$ cat config.mk
export PLATFORM = sky130hd
export DESIGN_NAME = led_channel_log_dimmer_unit
export DESIGN_NICKNAME = d
export VERILOG_FILES = /design/src/rtl/lcld_pkg.sv /design/src/rtl/led_channel_log_dimmer_unit.sv /design/src/rtl/lcld_ctrl.sv /design/src/rtl/lcld_datapath.sv
export SDC_FILE = /design/constraint.sdc
export NUM_CORES = 1
export LEC_CHECK = 0
export BUFFER_PORTS_ARGS = -buffer_cell sky130_fd_sc_hd__buf_2
export CORE_ASPECT_RATIO = 0.75
export CORE_MARGIN = 1
export CORE_UTILIZATION = 56
export DETAILED_ROUTE_END_ITERATION = 16
export GPL_TIMING_DRIVEN = 0
export PLACE_DENSITY = 0.79
export RECOVER_POWER = 25
export SLEW_MARGIN = 20
export SYNTH_ARGS = -nofsm -noshare
export SYNTH_HDL_FRONTEND = slang
export SYNTH_HIERARCHICAL = 1
export SYNTH_SLANG_ARGS = --single-unit
$ cat constraint.sdc
create_clock -name clk_i -period 7 [get_ports clk_i]
set_input_delay 1.4 -clock clk_i [delete_from_list [all_inputs] [get_ports clk_i]]
set_output_delay 1.4 -clock clk_i [all_outputs]
set_load 0.005 [all_outputs]
$ cat src/rtl/lcld_pkg.sv
// lcld_pkg: shared types, codes and the log dimming curve for the led channel dimmer
// used by lcld_ctrl, lcld_datapath and led_channel_log_dimmer_unit; no dependencies
`timescale 1ns / 1ps

package lcld_pkg;

  localparam int unsigned CURVE_POINTS = 101;
  localparam int unsigned SRCH_LAST    = CURVE_POINTS - 2;
  localparam int unsigned PCT_MAX      = 1000;
  localparam logic [15:0] LEVEL_FULL   = 16'hFFFF;

  typedef enum logic [1:0] {
    CMD_SET_ABS = 2'd0,
    CMD_SET_PCT = 2'd1,
    CMD_READ    = 2'd2
  } cmd_e;

  typedef enum logic [1:0] {
    STS_OK     = 2'd0,
    STS_BAD_CH = 2'd1,
    STS_BAD_PCT = 2'd2
  } status_e;

  typedef enum logic [3:0] {
    OP_NONE,
    OP_LOAD,
    OP_SRCH_INIT,
    OP_SRCH_STEP,
    OP_PQ,
    OP_PLO,
    OP_PHI,
    OP_PMUL,
    OP_PDIV,
    OP_COMMIT
  } dp_op_e;

  typedef struct packed {
    logic bad;
    logic need_search;
    logic need_interp;
    logic srch_done;
  } dp_stat_t;

  localparam logic [15:0] CURVE_ROM [CURVE_POINTS] = '{
    16'h0000,
    16'h0002, 16'h0003, 16'h0003, 16'h0004, 16'h0004, 16'h0004, 16'h0005, 16'h0006,
    16'h0006, 16'h0007,
    16'h0008, 16'h0009, 16'h0009, 16'h000B, 16'h000C, 16'h000D, 16'h000E, 16'h0010,
    16'h0012, 16'h0014,
    16'h0016, 16'h0018, 16'h001B, 16'h001E, 16'h0021, 16'h0025, 16'h0029, 16'h002D,
    16'h0032, 16'h0037,
    16'h003D, 16'h0044, 16'h004B, 16'h0053, 16'h005C, 16'h0066, 16'h0070, 16'h007C,
    16'h008A, 16'h0098,
    16'h00A9, 16'h00BB, 16'h00CF, 16'h00E5, 16'h00FD, 16'h0118, 16'h0136, 16'h0157,
    16'h017B, 16'h01A3,
    16'h01D0, 16'h0201, 16'h0238, 16'h0274, 16'h02B7, 16'h0301, 16'h0353, 16'h03AD,
    16'h0412, 16'h0480,
    16'h04FB, 16'h0582, 16'h0618, 16'h06BE, 16'h0776, 16'h0841, 16'h0921, 16'h0A1A,
    16'h0B2D, 16'h0C5D,
    16'h0DAD, 16'h0F22, 16'h10BD, 16'h1285, 16'h147D, 16'h16AA, 16'h1913, 16'h1BBD,
    16'h1EB0, 16'h21F3,
    16'h258F, 16'h298D, 16'h2DF8, 16'h32DB, 16'h3842, 16'h3E3D, 16'h44DB, 16'h4C2C,
    16'h5445, 16'h5D3A,
    16'h6723, 16'h7219, 16'h7E3A, 16'h8BA5, 16'h9A7C, 16'hAAE8, 16'hBD12, 16'hD12B,
    16'hE766, 16'hFFFF
  };

  function automatic logic [15:0] curve_at(input logic [6:0] idx);
    logic [15:0] val;
    val = 16'h0000;
    if (32'(idx) < CURVE_POINTS) begin
      val = CURVE_ROM[idx];
    end
    return val;
  endfunction

endpackage

$ cat src/rtl/led_channel_log_dimmer_unit.sv
// led_channel_log_dimmer_unit: top level of the led channel dimmer with log curve
// instantiates lcld_ctrl and lcld_datapath; depends on lcld_pkg
`timescale 1ns / 1ps

// channel | direction | handshake                | payload
// in      | input     | in_valid_i / in_ready_o  | command_i, channel_i, level_i
// out     | output    | out_valid_o / out_ready_i| status_o, is_pwm_o, duty_write_o, duty_o,
//         |           |                          | pin_write_o, pin_on_o, read_abs_o,
//         |           |                          | read_percent_o
//
// one item at a time; ready is high only while the sequencer is idle
// set absolute: load in idle, dispatch, then a curve scan of one entry per cycle up to
// the curve index found, then commit to the result register; set percent on pwm:
// dispatch, PQ, PLO, PHI, PMUL, PDIV, commit; reads, errors and on/off set percent: dispatch, commit
// a held result stalls only the commit of the next item, which may already be taken
// reset clears both channel stores and the sequencer at once

module led_channel_log_dimmer_unit #(
  parameter int NUM_CHANNELS     = 4,
  parameter int NUM_PWM_CHANNELS = 2
) (
  input  logic        clk_i,
  input  logic        rst_ni,
  input  logic        in_valid_i,
  output logic        in_ready_o,
  input  logic [1:0]  command_i,
  input  logic [7:0]  channel_i,
  input  logic [15:0] level_i,
  output logic        out_valid_o,
  input  logic        out_ready_i,
  output logic [1:0]  status_o,
  output logic        is_pwm_o,
  output logic        duty_write_o,
  output logic [15:0] duty_o,
  output logic        pin_write_o,
  output logic        pin_on_o,
  output logic [15:0] read_abs_o,
  output logic [9:0]  read_percent_o
);
  import lcld_pkg::*;

  dp_op_e   op;
  dp_stat_t stat;

  lcld_ctrl u_ctrl (
    .clk_i       (clk_i),
    .rst_ni      (rst_ni),
    .in_valid_i  (in_valid_i),
    .in_ready_o  (in_ready_o),
    .out_valid_o (out_valid_o),
    .out_ready_i (out_ready_i),
    .stat_i      (stat),
    .op_o        (op)
  );

  lcld_datapath #(
    .NUM_CHANNELS     (NUM_CHANNELS),
    .NUM_PWM_CHANNELS (NUM_PWM_CHANNELS)
  ) u_datapath (
    .clk_i          (clk_i),
    .rst_ni         (rst_ni),
    .op_i           (op),
    .stat_o         (stat),
    .command_i      (command_i),
    .channel_i      (channel_i),
    .level_i        (level_i),
    .status_o       (status_o),
    .is_pwm_o       (is_pwm_o),
    .duty_write_o   (duty_write_o),
    .duty_o         (duty_o),
    .pin_write_o    (pin_write_o),
    .pin_on_o       (pin_on_o),
    .read_abs_o     (read_abs_o),
    .read_percent_o (read_percent_o)
  );

  a_busy_after_accept: assert property (@(posedge clk_i) disable iff (!rst_ni)
    (in_valid_i && in_ready_o) |=> !in_ready_o)
    else $error("ready still high after an item was taken");

  a_error_no_write: assert property (@(posedge clk_i) disable iff (!rst_ni)
    (out_valid_o && (status_o != STS_OK)) |->
      (!duty_write_o && !pin_write_o && (duty_o == 16'd0) && !is_pwm_o))
    else $error("error result carries a write");

  a_one_write_kind: assert property (@(posedge clk_i) disable iff (!rst_ni)
    out_valid_o |-> !(duty_write_o && pin_write_o) && (!pin_on_o || pin_write_o))
    else $error("pwm and pin write in the same result");

  a_percent_range: assert property (@(posedge clk_i) disable iff (!rst_ni)
    out_valid_o |-> (read_percent_o <= 10'(PCT_MAX)))
    else $error("read percent above full scale");

endmodule

$ cat src/rtl/lcld_ctrl.sv
// lcld_ctrl: sequencer for the led dimmer, issues datapath operations per item
// depends on lcld_pkg for operation codes and the status struct
`timescale 1ns / 1ps

module lcld_ctrl (
  input  logic               clk_i,
  input  logic               rst_ni,
  input  logic               in_valid_i,
  output logic               in_ready_o,
  output logic               out_valid_o,
  input  logic               out_ready_i,
  input  lcld_pkg::dp_stat_t stat_i,
  output lcld_pkg::dp_op_e   op_o
);
  import lcld_pkg::*;

  typedef enum logic [3:0] {
    S_IDLE,
    S_DISPATCH,
    S_SEARCH,
    S_PQ,
    S_PLO,
    S_PHI,
    S_PMUL,
    S_PDIV,
    S_COMMIT
  } state_e;

  state_e state_q, state_d;
  logic   out_valid_q, out_valid_d;
  logic   out_free;

  assign out_free = !out_valid_q || out_ready_i;

  // operation depends on state and handshakes only, never on datapath status
  always_comb begin
    op_o = OP_NONE;
    case (state_q)
      S_IDLE: begin
        if (in_valid_i) begin
          op_o = OP_LOAD;
        end
      end
      S_DISPATCH: begin
        op_o = OP_SRCH_INIT;
      end
      S_SEARCH: begin
        op_o = OP_SRCH_STEP;
      end
      S_PQ: begin
        op_o = OP_PQ;
      end
      S_PLO: begin
        op_o = OP_PLO;
      end
      S_PHI: begin
        op_o = OP_PHI;
      end
      S_PMUL: begin
        op_o = OP_PMUL;
      end
      S_PDIV: begin
        op_o = OP_PDIV;
      end
      S_COMMIT: begin
        if (out_free) begin
          op_o = OP_COMMIT;
        end
      end
      default: begin
        op_o = OP_NONE;
      end
    endcase
  end

  always_comb begin
    state_d     = state_q;
    out_valid_d = out_valid_q && !out_ready_i;
    case (state_q)
      S_IDLE: begin
        if (in_valid_i) begin
          state_d = S_DISPATCH;
        end
      end
      S_DISPATCH: begin
        if (stat_i.bad) begin
          state_d = S_COMMIT;
        end else if (stat_i.need_search) begin
          state_d = S_SEARCH;
        end else if (stat_i.need_interp) begin
          state_d = S_PQ;
        end else begin
          state_d = S_COMMIT;
        end
      end
      S_SEARCH: begin
        if (stat_i.srch_done) begin
          state_d = S_COMMIT;
        end
      end
      S_PQ: begin
        state_d = S_PLO;
      end
      S_PLO: begin
        state_d = S_PHI;
      end
      S_PHI: begin
        state_d = S_PMUL;
      end
      S_PMUL: begin
        state_d = S_PDIV;
      end
      S_PDIV: begin
        state_d = S_COMMIT;
      end
      S_COMMIT: begin
        if (out_free) begin
          out_valid_d = 1'b1;
          state_d     = S_IDLE;
        end
      end
      default: begin
        state_d = S_IDLE;
      end
    endcase
  end

  always_ff @(posedge clk_i or negedge rst_ni) begin
    if (!rst_ni) begin
      state_q     <= S_IDLE;
      out_valid_q <= 1'b0;
    end else begin
      state_q     <= state_d;
      out_valid_q <= out_valid_d;
    end
  end

  assign in_ready_o  = (state_q == S_IDLE);
  assign out_valid_o = out_valid_q;

endmodule

$ cat src/rtl/lcld_datapath.sv
// lcld_datapath: item registers, channel stores, curve search and interpolation
// depends on lcld_pkg for the curve table, codes and the status struct
`timescale 1ns / 1ps

module lcld_datapath #(
  parameter int NUM_CHANNELS     = 4,
  parameter int NUM_PWM_CHANNELS = 2
) (
  input  logic               clk_i,
  input  logic               rst_ni,
  input  lcld_pkg::dp_op_e   op_i,
  output lcld_pkg::dp_stat_t stat_o,
  input  logic [1:0]         command_i,
  input  logic [7:0]         channel_i,
  input  logic [15:0]        level_i,
  output logic [1:0]         status_o,
  output logic               is_pwm_o,
  output logic               duty_write_o,
  output logic [15:0]        duty_o,
  output logic               pin_write_o,
  output logic               pin_on_o,
  output logic [15:0]        read_abs_o,
  output logic [9:0]         read_percent_o
);
  import lcld_pkg::*;

  localparam int CH_W = (NUM_CHANNELS > 1) ? $clog2(NUM_CHANNELS) : 1;

  logic [1:0]  cmd_q;
  logic [7:0]  ch_q;
  logic [15:0] lvl_q;
  logic [6:0]  cnt_q;
  logic [6:0]  q_q;
  logic [3:0]  r_q;
  logic [15:0] lo_q, hi_q;
  logic [16:0] prod_q;
  logic [15:0] interp_q;

  logic [15:0] duty_store_q [NUM_CHANNELS];
  logic [9:0]  pct_store_q  [NUM_CHANNELS];

  logic [1:0]  status_q;
  logic        is_pwm_q, duty_write_q, pin_write_q, pin_on_q;
  logic [15:0] duty_q, read_abs_q;
  logic [9:0]  read_percent_q;

  logic        is_pwm, bad_ch, bad_pct, lvl_nz, lvl_full;
  logic [6:0]  rom_addr;
  logic [15:0] rom_val;
  logic        srch_done;
  logic [17:0] qmul;
  logic [9:0]  r_full;
  logic [15:0] diff;
  logic [19:0] prod_w;
  logic [33:0] quo_w;
  logic [16:0] d_w;
  logic [15:0] interp_d;
  logic [9:0]  pct_srch;
  logic [CH_W-1:0] idx;
  logic [15:0] duty_rd;
  logic [9:0]  pct_rd;

  logic [15:0] new_duty;
  logic [9:0]  new_pct;
  logic        st_wr;
  logic [1:0]  status_d;
  logic        is_pwm_d, duty_write_d, pin_write_d, pin_on_d;
  logic [15:0] duty_d, read_abs_d;
  logic [9:0]  read_percent_d;

  assign is_pwm   = ch_q < 8'(NUM_PWM_CHANNELS);
  assign bad_ch   = ch_q >= 8'(NUM_CHANNELS);
  assign bad_pct  = (cmd_q == CMD_SET_PCT) && (lvl_q > 16'(PCT_MAX));
  assign lvl_nz   = (lvl_q != 16'd0);
  assign lvl_full = (lvl_q == LEVEL_FULL);

  always_comb begin
    case (op_i)
      OP_PLO:  rom_addr = q_q;
      OP_PHI:  rom_addr = (q_q == 7'(CURVE_POINTS - 1)) ? q_q : q_q + 7'd1;
      default: rom_addr = cnt_q + 7'd1;
    endcase
  end

  assign rom_val   = curve_at(rom_addr);
  assign srch_done = lvl_full || (cnt_q == 7'(SRCH_LAST)) || (rom_val > lvl_q);

  // divide by ten via reciprocal multiply
  assign qmul     = {8'd0, lvl_q[9:0]} * 18'd205;
  assign r_full   = lvl_q[9:0] - ({q_q, 3'b000} + {2'b00, q_q, 1'b0});
  assign diff     = hi_q - lo_q;
  assign prod_w   = {4'd0, diff} * {16'd0, r_q};
  assign quo_w    = 34'(prod_q) * 34'd52429;
  assign d_w      = {1'b0, lo_q} + {3'b000, quo_w[32:19]};
  assign interp_d = ((d_w[15:0] == 16'd0) && lvl_nz) ? 16'd1 : d_w[15:0];
  assign pct_srch = lvl_full ? 10'(PCT_MAX) : ({cnt_q, 3'b000} + {2'b00, cnt_q, 1'b0});

  assign idx     = ch_q[CH_W-1:0];
  assign duty_rd = duty_store_q[idx];
  assign pct_rd  = pct_store_q[idx];

  assign stat_o.bad         = bad_ch || bad_pct;
  assign stat_o.need_search = (cmd_q == CMD_SET_ABS);
  assign stat_o.need_interp = (cmd_q == CMD_SET_PCT) && is_pwm;
  assign stat_o.srch_done   = srch_done;

  always_comb begin
    new_duty       = 16'd0;
    new_pct        = 10'd0;
    st_wr          = 1'b0;
    status_d       = STS_OK;
    is_pwm_d       = 1'b0;
    duty_write_d   = 1'b0;
    pin_write_d    = 1'b0;
    pin_on_d       = 1'b0;
    duty_d         = 16'd0;
    read_abs_d     = 16'd0;
    read_percent_d = 10'd0;
    if (bad_ch) begin
      status_d = STS_BAD_CH;
    end else if (bad_pct) begin
      status_d = STS_BAD_PCT;
    end else begin
      is_pwm_d = is_pwm;
      case (cmd_q)
        CMD_SET_ABS: begin
          st_wr    = 1'b1;
          new_pct  = pct_srch;
          new_duty = is_pwm ? lvl_q : {15'd0, lvl_nz};
        end
        CMD_SET_PCT: begin
          st_wr = 1'b1;
          if (is_pwm) begin
            new_pct  = lvl_q[9:0];
            new_duty = interp_q;
          end else begin
            new_pct  = lvl_nz ? 10'(PCT_MAX) : 10'd0;
            new_duty = {15'd0, lvl_nz};
          end
        end
        default: begin
          duty_d = duty_rd;
          if (is_pwm) begin
            read_abs_d     = duty_rd;
            read_percent_d = pct_rd;
          end else begin
            read_abs_d     = {15'd0, (duty_rd != 16'd0)};
            read_percent_d = (pct_rd != 10'd0) ? 10'(PCT_MAX) : 10'd0;
          end
        end
      endcase
      if (st_wr) begin
        duty_d       = new_duty;
        duty_write_d = is_pwm;
        pin_write_d  = !is_pwm;
        pin_on_d     = !is_pwm && lvl_nz;
      end
    end
  end

  always_ff @(posedge clk_i) begin
    case (op_i)
      OP_LOAD: begin
        cmd_q <= command_i;
        ch_q  <= channel_i;
        lvl_q <= level_i;
      end
      OP_SRCH_INIT: begin
        cnt_q <= 7'd0;
      end
      OP_SRCH_STEP: begin
        if (!srch_done) begin
          cnt_q <= cnt_q + 7'd1;
        end
      end
      OP_PQ: begin
        q_q <= qmul[17:11];
      end
      OP_PLO: begin
        r_q  <= r_full[3:0];
        lo_q <= rom_val;
      end
      OP_PHI: begin
        hi_q <= rom_val;
      end
      OP_PMUL: begin
        prod_q <= prod_w[16:0];
      end
      OP_PDIV: begin
        interp_q <= interp_d;
      end
      OP_COMMIT: begin
        status_q       <= status_d;
        is_pwm_q       <= is_pwm_d;
        duty_write_q   <= duty_write_d;
        pin_write_q    <= pin_write_d;
        pin_on_q       <= pin_on_d;
        duty_q         <= duty_d;
        read_abs_q     <= read_abs_d;
        read_percent_q <= read_percent_d;
      end
      default: begin
      end
    endcase
  end

  always_ff @(posedge clk_i or negedge rst_ni) begin
    if (!rst_ni) begin
      for (int k = 0; k < NUM_CHANNELS; k++) begin
        duty_store_q[k] <= 16'd0;
        pct_store_q[k]  <= 10'd0;
      end
    end else if ((op_i == OP_COMMIT) && st_wr) begin
      duty_store_q[idx] <= new_duty;
      pct_store_q[idx]  <= new_pct;
    end
  end

  assign status_o       = status_q;
  assign is_pwm_o       = is_pwm_q;
  assign duty_write_o   = duty_write_q;
  assign duty_o         = duty_q;
  assign pin_write_o    = pin_write_q;
  assign pin_on_o       = pin_on_q;
  assign read_abs_o     = read_abs_q;
  assign read_percent_o = read_percent_q;

endmodule
==> flow_summary.ini, run 1 <==
[layout]
final_common_cell = inv_1
layout_common_cells = inv_1 (308), ha_1 (250), edfxtp_1 (157)
drive_gt1_share_pct = 19.63
fin_area_um2 = 25660
area_delta_synth_final_pct = 15.29
final_net_count = 2746

[critical_path]
r2r_slack_ps = -850
path_buf_inv = 5
rr_endpoint = u_datapath/interp_q[0]
arrival_ps = 8220
cp-startpoint = u_datapath/prod_q[10]
critical_path_class = reg -> reg
worstPathRequired_ps = 7370
rr_worst_depth = 28
reg2reg_from = u_datapath/prod_q[10]
critPathLaunchType = register
critical_path.top_delay_family = adder cells
crit_slowest_cell = edfxtp_1
endpoint_kind = register
cpPeakStageDelay_ps = 520
crit_path_max_fanout = 4
crit_top_cell = inv_1

[yosys]
synth_top_family_by_area = adder cells
ys_warn_count = 6
syn_inst = 2110
yosys-mux-area-fraction_pct = 7.257
synth_compound_area_share_pct = 11.39
ys_types = 82
seq_area_frac_synth_pct = 33.43
syn-num-nets = 2554
synth-edff-count = 157
synth_xor_area_share_pct = 3.249
async_flop_share_pct = 40.98
syn_area_um2 = 22260
ys_seq_elements = 266
synthAdderAreaFrac_pct = 27.79
yosys.area_share.simple_pct = 10.20
synth_ff_type = edfxtp_1
avgSynthCellArea_um2 = 10.55

[die]
start_util_pct = 57.50
die_y_um = 174.7
die_w_um = 232.2
core_um2 = 38710
rows = 62
dieArea_um2 = 40560
ios = 80

[min_path]
hold_end = u_datapath/duty_store_q[14]
hold_path.class = reg -> reg
min_path_cells = 1
hp-start = u_datapath/duty_store_q[14]

[pwr]
power_density_nw_per_um2 = 372.6
totalPowerFinal_mw = 9.562
ir_drop_uv = 784.3
p_leak_nw = 12.17

[global_route]
grt_use_total_pct = 30.15
overflow = 0
first_global_vias = 17440
antenna_found_initial = 2
grt_pass1_wl_mm = 94.87
grt_max_degree = 66

[drt]
routedWlPerCell_um = 21.37
first_pass_iters = 6
via_count = 17280
via_per_inst = 6.094
ant_nets = 0
first_iter_violations = 1782
drcViolationCount = 0
routed_wl_mm = 60.60

[clock_tree]
tritoncts = done
path_clk_slew_ps = 60
numCtsBuffers = 27
clk_latency_ps = 560
htree_levels = 1
clock_sink_count = 266
clk_root_buffer_cell = clkbuf_16
clock_path_buffers = 3

[placement]
hpwl_mm = 45.93
place.gp.congestion = 0.9644
numPortBuffers = 79
place_ws_ps = -1696
dpl_cell_area_um2 = 23660

[timing]
max_slew_margin_pct = -130.3
slew_viol_final = 112
fin_crit_sh_pct = 112.1
final.setup.worst_slack_ps = -849.7
rsz0062_at_grt = true
skew_ps = 12.53
setup_viol = 6
finalHoldViolations = 0
worstMarginPinSlew_ps = 3455
period_needed_ps = 7850
fin_tns_setup_ps = -1906
maxClockFrequency_mhz = 127.4

[outcome]
violations = max-capacitance violations, max-slew violations, negative setup slack
outcome = complete, but fails checks

[flow_run]
drv.max_cap_violation_count = 2
registers in the layout, indices dropped and copies added, names as in the netlist:
| register | count |
|---|---|
| u_datapath/q_q | 7 |
| u_datapath/cmd_q | 2 |
| u_datapath/r_q | 4 |
| u_datapath/read_percent_o | 10 |
| u_datapath/interp_q | 16 |
| u_datapath/duty_store_q | 64 |
| u_datapath/lo_q | 16 |
| u_datapath/pin_on_o | 1 |
| u_datapath/pct_store_q | 40 |
| u_datapath/hi_q | 16 |
| u_datapath/ch_q | 8 |
| u_datapath/cnt_q | 7 |
| u_ctrl/out_valid_o | 1 |
| u_datapath/is_pwm_o | 1 |
| u_datapath/pin_write_o | 1 |
| u_datapath/duty_o | 16 |
| u_ctrl/state_q | 4 |
| u_datapath/lvl_q | 16 |
| u_datapath/read_abs_o | 16 |
| u_datapath/prod_q | 17 |
| u_datapath/duty_write_o | 1 |
| u_datapath/status_o | 2 |
logic make-up after synthesis:
logic type	after synthesis
adder cells (fa/ha/maj)	414
AO/OA/AOI/OAI	376
buffers and inverters	392
XOR/XNOR	81
AND/OR/NAND/NOR	461
flip-flops	266
multiplexers	120
worst max-delay path by stage:
stage / slack, ps / depth (start not counted) / endpoint
after global routing: -1070 / 28 / u_datapath/interp_q[0]
after global placement: -1970 / 24 / u_ctrl/state_q[3]
after CTS: -730 / 23 / u_datapath/interp_q[0]
after floorplan: -80 / 28 / u_datapath/interp_q[0]
after detailed placement: -1700 / 29 / u_ctrl/state_q[3]
final: -850 / 28 / u_datapath/interp_q[0]
cells in the mapped netlist (all sizes together), types with 37 or more instances:
cell | count | share of area, %
a21oi | 91 | 2.1
a21o | 37 | 1.2
xnor2 | 55 | 2.2
nand3 | 40 | 0.92
clkbuf | 52 | 0.88
ha | 280 | 16
nand2 | 122 | 2.1
inv | 322 | 5.4
edfxtp | 157 | 21
dfrtp | 109 | 12
nor2 | 114 | 1.9
o21ai | 70 | 1.6
mux2 | 71 | 3.6
fa | 134 | 12
layer usage:
layer  routed length [um]  GRT usage [%]  share of wire [%]
met1                25910          43.39                 43
met2                27390          46.12                 45
met3                 6169          7.409                 10
met4                 1127          6.414                1.9
met5                    0         0.4808                  0
through the flow:
stage          hold slack (ps)  std cells  utilization, %
2_1_floorplan            445.2       2110               -
3_3_place_gp             463.3       2701           60.83
3_5_place_dp             465.5       2707           61.12
4_1_cts                  485.2       2810           65.21
5_1_grt                  497.4       2835           66.29
6_report                 487.1       2836           66.29
power breakdown:
group          switching, mW  total, mW  internal (mW)
clock network          0.634       1.46          0.824
logic                   3.63       5.92           2.29
registers              0.150       2.18           2.03
area by class of cell:
class,count,area [um^2]
multi-input combinational,1452,14080
buffer,67,305.3
inverter,323,1230
clock inverter,8,53.80
tap,512,640.6
timing repair buffer,162,1055
fill,2859,13050
clock buffer,42,834.6
antenna,1,2.502
timing repair inverter,3,17.52
sequential,266,7442
repair_timing:
item	4_1_cts	5_1_grt
cloned	2	1
resized for setup	66	70
pin swaps	26	30
endpoints found under the setup margin	17	17
hold buffers	0	0
endpoints found under the hold margin	0	0
setup buffers	57	24
worst reg2reg max path: cells and delay by family (launching register included):
kind            cells  cell delay [ps]
flops               1              520
fa+ha+maj           8             3200
xor+xnor            2              280
compound gates      6             1020
simple gates        7             2340
buf+inv             5              290
(Power assumes the default switching activity.)
==> inputs of run 2 (changes only) <==
--- a/config.mk
+++ b/config.mk
@@ -8,10 +8,10 @@
 export BUFFER_PORTS_ARGS = -buffer_cell sky130_fd_sc_hd__buf_2
 export CORE_ASPECT_RATIO = 0.75
 export CORE_MARGIN = 1
-export CORE_UTILIZATION = 56
+export CORE_UTILIZATION = 45
 export DETAILED_ROUTE_END_ITERATION = 16
 export GPL_TIMING_DRIVEN = 0
-export PLACE_DENSITY = 0.79
+export PLACE_DENSITY = 0.66
 export RECOVER_POWER = 25
 export SLEW_MARGIN = 20
 export SYNTH_ARGS = -nofsm -noshare
==> run 2 against run 1 <==
The flow still finishes with violations (max-capacitance violations, max-slew violations, negative setup slack). Die area is 24% higher. Routed wire length is 0.84% lower. Clock skew is 13 ps higher. Final cell count is 4.9% higher. Non-clock buffer count is 4 higher. Critical path type unchanged.
==> flow_summary.ini, run 2 (synthesis results as in run 1) <==
[timing]
period_needed_ps = 7744
max_slew_margin_pct = -137.3
setup_viol = 4
maxClockFrequency_mhz = 129.1
final.setup.worst_slack_ps = -744.4
fin_crit_sh_pct = 110.6
rsz0062_at_grt = true
fin_tns_setup_ps = -1478
slew_viol_final = 112
skew_ps = 25.79
worstMarginPinSlew_ps = 3560
finalHoldViolations = 0

[pwr]
totalPowerFinal_mw = 9.657
power_density_nw_per_um2 = 372.1
ir_drop_uv = 840.6
p_leak_nw = 12.20

[drt]
via_count = 16980
ant_nets = 0
first_pass_iters = 5
drcViolationCount = 0
via_per_inst = 5.705
routed_wl_mm = 60.09
routedWlPerCell_um = 20.19
first_iter_violations = 1488

[layout]
diodes = 0
nFillCells = 4240
largest_registers = u_datapath/duty_store_q x64, u_datapath/pct_store_q x40, u_datapath/prod_q x17
final_net_count = 2750
drive_gt1_share_pct = 19.72
final_common_cell = inv_1
largest_reg_flops = 64
regMostFlops = u_datapath/duty_store_q
layout_common_cells = inv_1 (302), ha_1 (249), edfxtp_1 (157)
area_delta_synth_final_pct = 16.61

[flow_run]
drv.max_cap_violation_count = 2

[clock_tree]
path_clk_slew_ps = 60
clock_path_buffers = 3
clock_sink_count = 266
clk_latency_ps = 560
tritoncts = done
numCtsBuffers = 28
clk_root_buffer_cell = clkbuf_16
htree_levels = 1

[outcome]
violations = max-capacitance violations, max-slew violations, negative setup slack
outcome = complete, but fails checks

[global_route]
grt_use_total_pct = 23.89
antenna_found_initial = 0
grt_max_degree = 76
first_global_vias = 17110
overflow = 0
grt_pass1_wl_mm = 94.39

[die]
dieArea_um2 = 50370
ios = 80
die_y_um = 194.6
die_w_um = 258.8
rows = 70
start_util_pct = 45.63
core_um2 = 48780

[placement]
hpwl_mm = 46.06
numPortBuffers = 79
place.gp.congestion = 0.9609
place_ws_ps = -1873

[critical_path]
critPathLaunchType = register
critical_path_class = reg -> reg
worstPathRequired_ps = 7380
arrival_ps = 8120
crit_path_max_fanout = 5
endpoint_kind = register

[min_path]
hold_path.class = reg -> reg
==> run 2: changes by cell type in the layout (fill, tap and decap cells not counted), moves of 4 or more <==
cell	before	now
a21oi_2	16	11
clkinv_2	1	5
inv_1	308	302
ha_4	22	26
bufinv_16	0	4
inv_2	11	15
clkbuf_8	6	0
==> run 2: metrics by stage <==
step                cells  instance area [um^2]  utilization [%]  hold slack (ps)
finish               2976                 25960            53.21            482.6
global route         2976                 25960            53.21            488.6
CTS                  2953                 25500            52.26            483.5
detailed placement   2845                 23840            48.86            469.0
global placement     2837                 23720            48.62            461.0
floorplan            2110                 22510                -            445.2
==> run 2: worst max-delay path, stage by stage, from the launching register on <==
cell,delay (ps)
edfxtp_1,540
ha_4,310
fa_1,510
inv_1,60
fa_2,580
fa_1,420
fa_1,530
fa_1,570
inv_1,70
ha_4,270
a21oi_2,170
o211ai_1,190
a41oi_2,260
nor2_1,80
a21o_1,210
a221o_1,380
o41a_1,400
a21oi_2,200
xnor2_2,180
ha_1,330
buf_6,140
a21oi_4,140
o31ai_4,110
xnor2_2,150
or4b_4,530
o41ai_2,210
==> run 2: final timing paths <==
check                                         endpoint                        from  cells after the start  slack [ps]
max                             u_datapath/interp_q[0]        u_datapath/prod_q[4]                     25        -740
min                         u_datapath/pct_store_q[20]  u_datapath/pct_store_q[20]                      2         480
max reg2reg                     u_datapath/interp_q[0]        u_datapath/prod_q[4]                     25        -740
min reg2reg                 u_datapath/pct_store_q[20]  u_datapath/pct_store_q[20]                      2         480
max in group asynchronous   u_datapath/pct_store_q[24]                      rst_ni                      2        1200
min in group asynchronous  u_datapath/duty_store_q[36]                      rst_ni                      1        1330
==> run 2: metal layers <==
layer  up-vias  share of wire (%)  track usage, %
li1       7778                  -               -
met1      8433                 47           36.27
met2       641                 43           35.58
met3       126                7.6           3.951
met4         0                2.2           5.216
met5         -                  0               0
==> run 2: cell type report <==
| cell class | count | area, um^2 | area share [%] |
|---|---|---|---|
| Clock inverter | 16 | 200.2 | 0.7713 |
| Timing Repair inverter | 2 | 11.26 | 0.04338 |
| Timing Repair Buffer | 166 | 1087 | 4.189 |
| Buffer | 67 | 300.3 | 1.157 |
| Clock buffer | 36 | 773.2 | 2.979 |
| Tap cell | 648 | 810.8 | 3.124 |
| Multi-Input combinational cell | 1452 | 14100 | 54.31 |
| Sequential cell | 266 | 7442 | 28.67 |
| Inverter | 323 | 1234 | 4.753 |
==> run 2: power breakdown <==
| part | total [mW] | switching (mW) | internal [mW] |
|---|---|---|---|
| Combinational | 5.92 | 3.61 | 2.31 |
| Sequential | 2.18 | 0.147 | 2.03 |
| Clock | 1.56 | 0.628 | 0.934 |
| Total | 9.66 | 4.39 | 5.27 |
==> run 2: repair_timing <==
action | 4_1_cts | 5_1_grt
gates cloned | 2 | 0
endpoints found under the hold margin | 0 | 0
setup buffers | 56 | 23
hold buffers | 0 | 0
gates resized for setup | 58 | 88
setup endpoints to repair | 17 | 17
pin swaps | 28 | 32
